--- src/design/cfe_pkg.sv ---
// ----------------------------------------------------------------------------
// cfe_pkg
// Types, constants and the bytewise CRC-16/CCITT-FALSE update shared by the
// frame encoder modules.
// ----------------------------------------------------------------------------
package cfe_pkg;

	localparam logic [15:0] CRC_INIT = 16'hFFFF;
	localparam logic [15:0] CRC_POLY = 16'h1021;

	localparam logic [7:0] SYNC_FIRST_RST  = 8'hAA;
	localparam logic [7:0] SYNC_SECOND_RST = 8'h55;

	localparam int QUEUE_DEPTH_DEF = 4;

	localparam int APB_ADDR_W = 3;
	localparam int APB_DATA_W = 32;

	localparam logic REG_SYNC_FIRST  = 1'b0;
	localparam logic REG_SYNC_SECOND = 1'b1;

	typedef struct packed {
		logic       start_req;
		logic [7:0] msg_type;
		logic [7:0] data_len;
		logic [7:0] payload_byte;
	} in_item_t;

	typedef struct packed {
		logic [7:0] out_byte;
		logic       frame_end;
		logic       rejected;
	} out_item_t;

	typedef enum logic [1:0] {
		KIND_REJECT,
		KIND_START,
		KIND_DATA
	} cmd_kind_t;

	typedef struct packed {
		cmd_kind_t  kind;
		logic       close_frame;
		logic [7:0] msg_type;
		logic [7:0] data_len;
		logic [7:0] payload_byte;
	} cmd_t;

	typedef enum logic [2:0] {
		PH_FIRST,
		PH_SYNC2,
		PH_TYPE,
		PH_LEN,
		PH_DATA,
		PH_CRCH,
		PH_CRCL
	} phase_t;

	function automatic logic [15:0] crc_feed(input logic [15:0] crc, input logic [7:0] b);
		logic [15:0] c;
		c = crc ^ {b, 8'h00};
		for (int k = 0; k < 8; k++) begin
			c = c[15] ? ({c[14:0], 1'b0} ^ CRC_POLY) : {c[14:0], 1'b0};
		end
		return c;
	endfunction

endpackage

--- src/design/crc16_frame_encoder.sv ---
// ----------------------------------------------------------------------------
// crc16_frame_encoder
// Framed packet encoder with CRC-16/CCITT-FALSE trailer.
// ----------------------------------------------------------------------------
// A start transaction produces sync, sync, type, length, the first payload
// byte when the length is nonzero, and the two CRC bytes when the frame ends
// (five, six or seven output bytes); a data transaction produces one byte,
// or three when it closes the frame; a refused transaction produces one
// byte with rejected set. Input transactions are taken one per cycle while
// the QUEUE_DEPTH-entry command queue has room; the byte sequencer emits
// one output byte per cycle while the output is not stalled, so in the
// steady state the input is taken as fast as the sequencer drains the
// queue. On an empty block the first output byte passes through the
// command queue and the output register before it is presented. Sync
// bytes are APB registers at byte addresses 0 and 4.
// ----------------------------------------------------------------------------
module crc16_frame_encoder #(
	parameter int QUEUE_DEPTH = cfe_pkg::QUEUE_DEPTH_DEF
) (
	input  logic                           clk,
	input  logic                           arst_n,
	input  logic                           in_valid,
	output logic                           in_ready,
	input  cfe_pkg::in_item_t              in_item,
	output logic                           out_valid,
	input  logic                           out_ready,
	output cfe_pkg::out_item_t             out_item,
	input  logic                           psel,
	input  logic                           penable,
	input  logic                           pwrite,
	input  logic [cfe_pkg::APB_ADDR_W-1:0] paddr,
	input  logic [cfe_pkg::APB_DATA_W-1:0] pwdata,
	output logic [cfe_pkg::APB_DATA_W-1:0] prdata,
	output logic                           pready
);
	import cfe_pkg::*;

	logic [7:0] sync_first_reg_q;
	logic [7:0] sync_second_reg_q;
	logic       wr_en;
	logic       push_valid;
	logic       push_ready;
	cmd_t       push_data;
	logic       pop_valid;
	logic       pop_ready;
	cmd_t       pop_data;

	assign pready = 1'b1;
	assign wr_en  = psel && penable && pwrite && pready;

	always_ff @(posedge clk or negedge arst_n) begin
		if (!arst_n) begin
			sync_first_reg_q  <= SYNC_FIRST_RST;
			sync_second_reg_q <= SYNC_SECOND_RST;
		end else if (wr_en) begin
			case (paddr[2])
				REG_SYNC_FIRST:  sync_first_reg_q  <= pwdata[7:0];
				REG_SYNC_SECOND: sync_second_reg_q <= pwdata[7:0];
				default: begin
				end
			endcase
		end
	end

	always_comb begin
		prdata = '0;
		case (paddr[2])
			REG_SYNC_FIRST:  prdata[7:0] = sync_first_reg_q;
			REG_SYNC_SECOND: prdata[7:0] = sync_second_reg_q;
			default: begin
			end
		endcase
	end

	cfe_front u_front (
		.clk       (clk),
		.arst_n    (arst_n),
		.in_valid  (in_valid),
		.in_ready  (in_ready),
		.in_item   (in_item),
		.cmd_valid (push_valid),
		.cmd_ready (push_ready),
		.cmd       (push_data)
	);

	cfe_queue #(
		.DEPTH (QUEUE_DEPTH)
	) u_queue (
		.clk        (clk),
		.arst_n     (arst_n),
		.push_valid (push_valid),
		.push_ready (push_ready),
		.push_data  (push_data),
		.pop_valid  (pop_valid),
		.pop_ready  (pop_ready),
		.pop_data   (pop_data)
	);

	cfe_back u_back (
		.clk         (clk),
		.arst_n      (arst_n),
		.cmd_valid   (pop_valid),
		.cmd_ready   (pop_ready),
		.cmd         (pop_data),
		.sync_first  (sync_first_reg_q),
		.sync_second (sync_second_reg_q),
		.out_valid   (out_valid),
		.out_ready   (out_ready),
		.out_item    (out_item)
	);

endmodule

--- src/design/cfe_front.sv ---
// ----------------------------------------------------------------------------
// cfe_front
// Accepts input transactions, tracks the open frame and payload count, and
// turns each transaction into a command for the byte sequencer.
// ----------------------------------------------------------------------------
module cfe_front (
	input  logic              clk,
	input  logic              arst_n,
	input  logic              in_valid,
	output logic              in_ready,
	input  cfe_pkg::in_item_t in_item,
	output logic              cmd_valid,
	input  logic              cmd_ready,
	output cfe_pkg::cmd_t     cmd
);
	import cfe_pkg::*;

	logic       open_q;
	logic [7:0] left_q;
	logic       open_d;
	logic [7:0] left_d;
	logic       accept;

	assign in_ready  = cmd_ready;
	assign cmd_valid = in_valid;
	assign accept    = in_valid && cmd_ready;

	always_comb begin
		cmd.msg_type     = in_item.msg_type;
		cmd.data_len     = in_item.data_len;
		cmd.payload_byte = in_item.payload_byte;
		cmd.kind         = KIND_REJECT;
		cmd.close_frame  = 1'b0;
		open_d           = open_q;
		left_d           = left_q;
		if (in_item.start_req) begin
			if (!open_q) begin
				cmd.kind        = KIND_START;
				cmd.close_frame = (in_item.data_len <= 8'd1);
				open_d          = (in_item.data_len > 8'd1);
				left_d          = (in_item.data_len == 8'd0) ? 8'd0
				                  : in_item.data_len - 8'd1;
			end
		end else if (open_q) begin
			cmd.kind        = KIND_DATA;
			cmd.close_frame = (left_q == 8'd1);
			open_d          = (left_q != 8'd1);
			left_d          = left_q - 8'd1;
		end
	end

	always_ff @(posedge clk or negedge arst_n) begin
		if (!arst_n) begin
			open_q <= 1'b0;
			left_q <= 8'd0;
		end else if (accept) begin
			open_q <= open_d;
			left_q <= left_d;
		end
	end

endmodule

--- src/design/cfe_queue.sv ---
// ----------------------------------------------------------------------------
// cfe_queue
// Small command FIFO between the front end and the byte sequencer.
// ----------------------------------------------------------------------------
module cfe_queue #(
	parameter int DEPTH = cfe_pkg::QUEUE_DEPTH_DEF
) (
	input  logic          clk,
	input  logic          arst_n,
	input  logic          push_valid,
	output logic          push_ready,
	input  cfe_pkg::cmd_t push_data,
	output logic          pop_valid,
	input  logic          pop_ready,
	output cfe_pkg::cmd_t pop_data
);
	import cfe_pkg::*;

	localparam int PW = (DEPTH > 1) ? $clog2(DEPTH) : 1;
	localparam int CW = $clog2(DEPTH + 1);
	localparam logic [PW-1:0] LAST_PTR = PW'(DEPTH - 1);

	cmd_t          slots_q [DEPTH];
	logic [PW-1:0] wr_ptr_q;
	logic [PW-1:0] rd_ptr_q;
	logic [CW-1:0] count_q;
	logic          do_push;
	logic          do_pop;

	assign push_ready = (count_q != CW'(DEPTH));
	assign pop_valid  = (count_q != '0);
	assign pop_data   = slots_q[rd_ptr_q];
	assign do_push    = push_valid && push_ready;
	assign do_pop     = pop_valid && pop_ready;

	always_ff @(posedge clk) begin
		if (do_push) begin
			slots_q[wr_ptr_q] <= push_data;
		end
	end

	always_ff @(posedge clk or negedge arst_n) begin
		if (!arst_n) begin
			wr_ptr_q <= '0;
			rd_ptr_q <= '0;
			count_q  <= '0;
		end else begin
			if (do_push) begin
				wr_ptr_q <= (wr_ptr_q == LAST_PTR) ? '0 : wr_ptr_q + PW'(1);
			end
			if (do_pop) begin
				rd_ptr_q <= (rd_ptr_q == LAST_PTR) ? '0 : rd_ptr_q + PW'(1);
			end
			if (do_push && !do_pop) begin
				count_q <= count_q + CW'(1);
			end else if (do_pop && !do_push) begin
				count_q <= count_q - CW'(1);
			end
		end
	end

endmodule

--- src/design/cfe_back.sv ---
// ----------------------------------------------------------------------------
// cfe_back
// Byte sequencer: expands each command into frame bytes, one per cycle unless
// stalled, keeps the running CRC and drives the registered output channel.
// ----------------------------------------------------------------------------
module cfe_back (
	input  logic               clk,
	input  logic               arst_n,
	input  logic               cmd_valid,
	output logic               cmd_ready,
	input  cfe_pkg::cmd_t      cmd,
	input  logic [7:0]         sync_first,
	input  logic [7:0]         sync_second,
	output logic               out_valid,
	input  logic               out_ready,
	output cfe_pkg::out_item_t out_item
);
	import cfe_pkg::*;

	phase_t      phase_q;
	phase_t      phase_d;
	logic [15:0] crc_q;
	logic [15:0] crc_d;
	logic        out_valid_q;
	out_item_t   out_item_q;
	out_item_t   item_d;
	logic        emit;
	logic        last;

	assign emit      = cmd_valid && (!out_valid_q || out_ready);
	assign cmd_ready = emit && last;
	assign out_valid = out_valid_q;
	assign out_item  = out_item_q;

	always_comb begin
		item_d    = '0;
		phase_d   = PH_FIRST;
		crc_d     = crc_q;
		last      = 1'b0;
		case (phase_q)
			PH_FIRST: begin
				case (cmd.kind)
					KIND_START: begin
						item_d.out_byte = sync_first;
						crc_d           = CRC_INIT;
						phase_d         = PH_SYNC2;
					end
					KIND_DATA: begin
						item_d.out_byte = cmd.payload_byte;
						crc_d           = crc_feed(crc_q, cmd.payload_byte);
						if (cmd.close_frame) begin
							phase_d = PH_CRCH;
						end else begin
							last = 1'b1;
						end
					end
					default: begin
						item_d.rejected = 1'b1;
						last            = 1'b1;
					end
				endcase
			end
			PH_SYNC2: begin
				item_d.out_byte = sync_second;
				phase_d         = PH_TYPE;
			end
			PH_TYPE: begin
				item_d.out_byte = cmd.msg_type;
				crc_d           = crc_feed(crc_q, cmd.msg_type);
				phase_d         = PH_LEN;
			end
			PH_LEN: begin
				item_d.out_byte = cmd.data_len;
				crc_d           = crc_feed(crc_q, cmd.data_len);
				phase_d         = (cmd.data_len == 8'd0) ? PH_CRCH : PH_DATA;
			end
			PH_DATA: begin
				item_d.out_byte = cmd.payload_byte;
				crc_d           = crc_feed(crc_q, cmd.payload_byte);
				if (cmd.close_frame) begin
					phase_d = PH_CRCH;
				end else begin
					last = 1'b1;
				end
			end
			PH_CRCH: begin
				item_d.out_byte = crc_q[15:8];
				phase_d         = PH_CRCL;
			end
			PH_CRCL: begin
				item_d.out_byte  = crc_q[7:0];
				item_d.frame_end = 1'b1;
				crc_d            = CRC_INIT;
				last             = 1'b1;
			end
			default: begin
				last = 1'b1;
			end
		endcase
	end

	always_ff @(posedge clk or negedge arst_n) begin
		if (!arst_n) begin
			phase_q     <= PH_FIRST;
			crc_q       <= CRC_INIT;
			out_valid_q <= 1'b0;
		end else if (emit) begin
			phase_q     <= phase_d;
			crc_q       <= crc_d;
			out_valid_q <= 1'b1;
		end else if (out_ready) begin
			out_valid_q <= 1'b0;
		end
	end

	always_ff @(posedge clk) begin
		if (emit) begin
			out_item_q <= item_d;
		end
	end

endmodule

--- config.mk ---
export PLATFORM = sky130hd
export DESIGN_NAME = crc16_frame_encoder
export DESIGN_NICKNAME = d
export VERILOG_FILES = /design/src/design/cfe_pkg.sv /design/src/design/crc16_frame_encoder.sv /design/src/design/cfe_front.sv /design/src/design/cfe_queue.sv /design/src/design/cfe_back.sv
export SDC_FILE = /design/constraint.sdc
export NUM_CORES = 1
export LEC_CHECK = 0
export BUFFER_PORTS_ARGS = -buffer_cell sky130_fd_sc_hd__buf_4
export CAP_MARGIN = 5
export CORE_MARGIN = 5
export CORE_UTILIZATION = 35
export DETAILED_ROUTE_END_ITERATION = 7
export GPL_TIMING_DRIVEN = 1
export HOLD_SLACK_MARGIN = 0.02
export MAX_ROUTING_LAYER = met4
export PLACE_DENSITY_LB_ADDON = 0.3
export SYNTH_ARGS = -nofsm -noshare
export SYNTH_HDL_FRONTEND = slang
export SYNTH_HIERARCHICAL = 1
export SYNTH_SLANG_ARGS = --single-unit
--- constraint.sdc ---
create_clock -name clk -period 4.49 [get_ports clk]
set_input_delay 0.449 -clock clk [delete_from_list [all_inputs] [get_ports clk]]
set_output_delay 0.449 -clock clk [all_outputs]
set_load 0.01 [all_outputs]
==> summary.md <==
| Metric | Value |
|---|---|
| Total Nets Final | `805` |
| Number of optimization iterations in the first detailed-route pass | `5` |
| Maximum level of the CTS H-tree | `4` |
| Most common cell after layout, fill and taps aside | `sky130_fd_sc_hd__edfxtp_1` |
| Required arrival time at the worst endpoint | `4.80 ns` |
| Most frequent cells in the layout | `118 x sky130_fd_sc_hd__edfxtp_1, 66 x sky130_fd_sc_hd__buf_4, 44 x sky130_fd_sc_hd__xnor2_1` |
| Fin area | `just over 0.01 mm²` |
| Wire length of the first global-routing pass | `33200 µm` |
| Power density relative to cell area | `834 mW/mm²` |
| Number of cells after detailed placement | `1038` |
| Async set or reset register ratio after synthesis | `30.6%` |
| Detailed-route DRC error count | `0` |
| Cell-by-cell trace of the critical path | `mux4_2 -> inv_1 -> ha_1 -> nor2b_1 -> o21ai_0 -> a21oi_1 -> nand2_1 -> ha_1 -> inv_1 -> fa_1 -> mux2_2` |
| Worst-Margin Slew | `0.793 ns` |
| Number of rows in the core area | `59` |
| Predominant post-synthesis flop cell | `sky130_fd_sc_hd__edfxtp_1` |
| Total of endpoints with negative setup slack in the final report | `0` |
| Synthesis-stage register bit count | `170` |
| Crit-path max FO | `14` |
| Height of the die | `roughly 170 µm` |
| CTS sink count | `170` |
| Netlist area before placement | `0.00923 mm²` |
| Number of antenna-violating nets in the routed design | `0` |
| Post-CTS Setup Bufs | `0` |
| Setup slack of the worst register-to-register path | `0.94 ns` |
| Yosys top cell by area | `sky130_fd_sc_hd__edfxtp_1` |
| Max-slew violation total from the final report | `0` |
| Io pins | `112` |
| Slowest cell delay on critical path | `0.57 ns` |
| Placeable Area | `~0.026 mm²` |
| Number of buffers created by CTS | `17` |
| Number of buffer cells added on primary ports | `60` |
| Yosys top cell area share | `38.4%` |
| Ranking of synthesized cells by area | `sky130_fd_sc_hd__edfxtp_1 38%, sky130_fd_sc_hd__dfrtp_1 7.6%, sky130_fd_sc_hd__dfstp_2 6.8%` |
| Element type at the critical path start | `register` |
| CTS max path bufs | `2` |
| DIE AREA | `between 0.02 and 0.03 mm²` |
| R2R cell count | `11` |
| Number of distinct library cell variants in the gate-level netlist after synthesis | `77` |
| Initial standard-cell utilization of the core | `35.5%` |
| Final Util | `39.4%` |
| CTS Root Cell | `sky130_fd_sc_hd__clkbuf_16` |
| Drt via density | `5.24` |
| Clock network latency to the later pin of the worst-skew pair | `0.43 ns` |
| Clock slew at reported path FFs | `0.07 ns` |
| Total chip power | `around 8.5 mW` |
| Iteration-0 DRC count of the detailed router | `~390` |
| Pleak | `3.71 nW` |
| Number of instances in the synthesized netlist | `701` |
| Die Span X | `172 µm` |
| Tightest slew margin relative to the limit | `47.2%` |
| Synth Area per Inst | `13.2 µm²` |
| Aggregate negative setup slack | `0 ns` |
| Antenna Cells | `0` |
| Post-DP HPWL | `14600 µm` |
| Fin cells | `1070` |
| Routed vias | `5608` |
| Final hold vios | `0` |
| Share of post-route cells with drive strength above 1 | `28.8%` |
| CTS-repair resized insts | `0` |
| Number of flops mapped to enable cells by yosys | `approximately 120` |
| Global-route usage over all layers | `15.1%` |
| Synth warn | `6` |
| Outcome | `finished clean` |
| Worst reg2reg startpoint | `u_queue/rd_ptr_q[0]` |
| End of the worst register-to-register path | `u_queue/count_q[1]` |
| Proportion of synthesized chip area in sequential cells | `52.8%` |
| IR drop worst, VDD | `around 0.39 mV` |
| Worst Skew | `0.0109 ns` |
| Via count of the first global-routing pass | `5725` |
| Count of hold buffers inserted by post-cts repair | `0` |
| Critical path capture point type | `register` |
| Cell Area, Placed | `0.00966 mm²` |
| Worst Path Arrival | `about 3.9 ns` |
| Slowest stage cell on the critical path | `sky130_fd_sc_hd__dfrtp_2` |
| GRT Residual Overflow | `0` |
| Worst hold-check path type | `in -> async` |
| Setup repair after global routing missed its margin | `no` |
| Initial antenna violation count | `0` |
| CTS tree | `done` |
| Max-capacitance violation count | `0` |
| Overall routed net length | `21200 µm` |
| Maximum number of pins on one net before global-route repair | `53` |
| Routability congestion estimate from global placement | `0.856` |
| WL/cell | `19.8 µm` |
| Max frequency | `282 MHz` |
| Relative area change from synthesis to final layout | `10.9%` |
| Post-layout minimum cycle time | `3.55 ns` |
| WS Path Type | `reg -> reg` |
| Share of the cycle needed by the critical path after routing | `79.0%` |
-- per-layer routing --
layer  global-route usage, %  up-vias  wire, µm
li1                        -     2605         -
met1                    20.3     2853      9540
met2                    23.8      132     10500
met3                    2.65       18       904
met4                    3.90        0       292
met5                       -        -         0
-- worst max path at each step --
stage	start	to	cells past startpoint
final	u_queue/rd_ptr_q[0]	u_queue/count_q[1]	11
after floorplan	u_queue/rd_ptr_q[0]	u_queue/count_q[1]	13
after global routing	u_queue/rd_ptr_q[0]	u_queue/count_q[1]	11
after detailed placement	u_queue/rd_ptr_q[0]	u_queue/count_q[1]	11
after CTS	u_queue/rd_ptr_q[0]	u_queue/count_q[1]	11
after global placement	u_queue/rd_ptr_q[1]	u_queue/count_q[1]	11
-- power breakdown --
group	switching, mW	internal [mW]	total, mW
clock	0.652	0.777	1.43
combinational	2.41	2.01	4.42
sequential	0.432	2.25	2.68
total	3.49	5.04	8.53
-- registers in the layout, indices dropped and copies added (netlist names) --
name               count
sync_first_reg_q       8
u_queue/slots_q      108
sync_second_reg_q      8
u_queue/count_q        3
u_front/left_q         8
u_front/open_q         1
u_back/out_valid       1
u_back/crc_q          16
u_queue/rd_ptr_q       2
u_queue/wr_ptr_q       2
u_back/phase_q         3
u_back/out_item       10
-- stage by stage --
stage | worst slack (ns) | hold WS [ns]
2_1_floorplan | 1.26 | 0.153
3_3_place_gp | 0.961 | 0.463
3_5_place_dp | 0.894 | 0.468
4_1_cts | 0.883 | 0.114
5_1_grt | 0.708 | 0.133
6_report | 0.942 | 0.0860
-- synth_stat cells (all sizes together) (5+ instances only) --
library cell    n
mux2i          13
dfstp          24
clkbuf         16
xnor2          51
mux2           37
a22oi          10
ha             15
nor3            9
xor2           20
nand2          31
inv            22
nor4            5
a221oi         12
o22ai          11
o21ai          32
mux4           28
a211o           5
a21oi          23
nand2b          6
dfrtp          28
edfxtp        118
buf            71
and3            7
nor2           31
-- kinds of logic after synthesis --
group           after synthesis  synth area share, %
compound gates              136                 10.0
buf+inv                     109                 7.01
mux                          78                 12.8
flops                       170                 52.8
xor+xnor                     71                 7.76
simple gates                119                 7.22
fa+ha+maj                    16                 2.25
other cells                   2               0.0814
-- critical path: cells and delay by family, from the launching register on --
kind,cells,cell delay [ns]
fa+ha+maj,3,1.14
flops,1,0.57
mux,2,0.84
buf+inv,2,0.17
compound gates,2,0.35
simple gates,2,0.37
-- layout make-up --
cell class	count	area, µm²
clock buffers	18	429
clock inverters	14	141
fillers	2459	15800
inverters	22	82.6
multi-input cells	445	3790
flip-flops and latches	170	4880
well taps	335	419
repair buffers	66	495
Note: power is estimated with default switching activity, not from simulation.
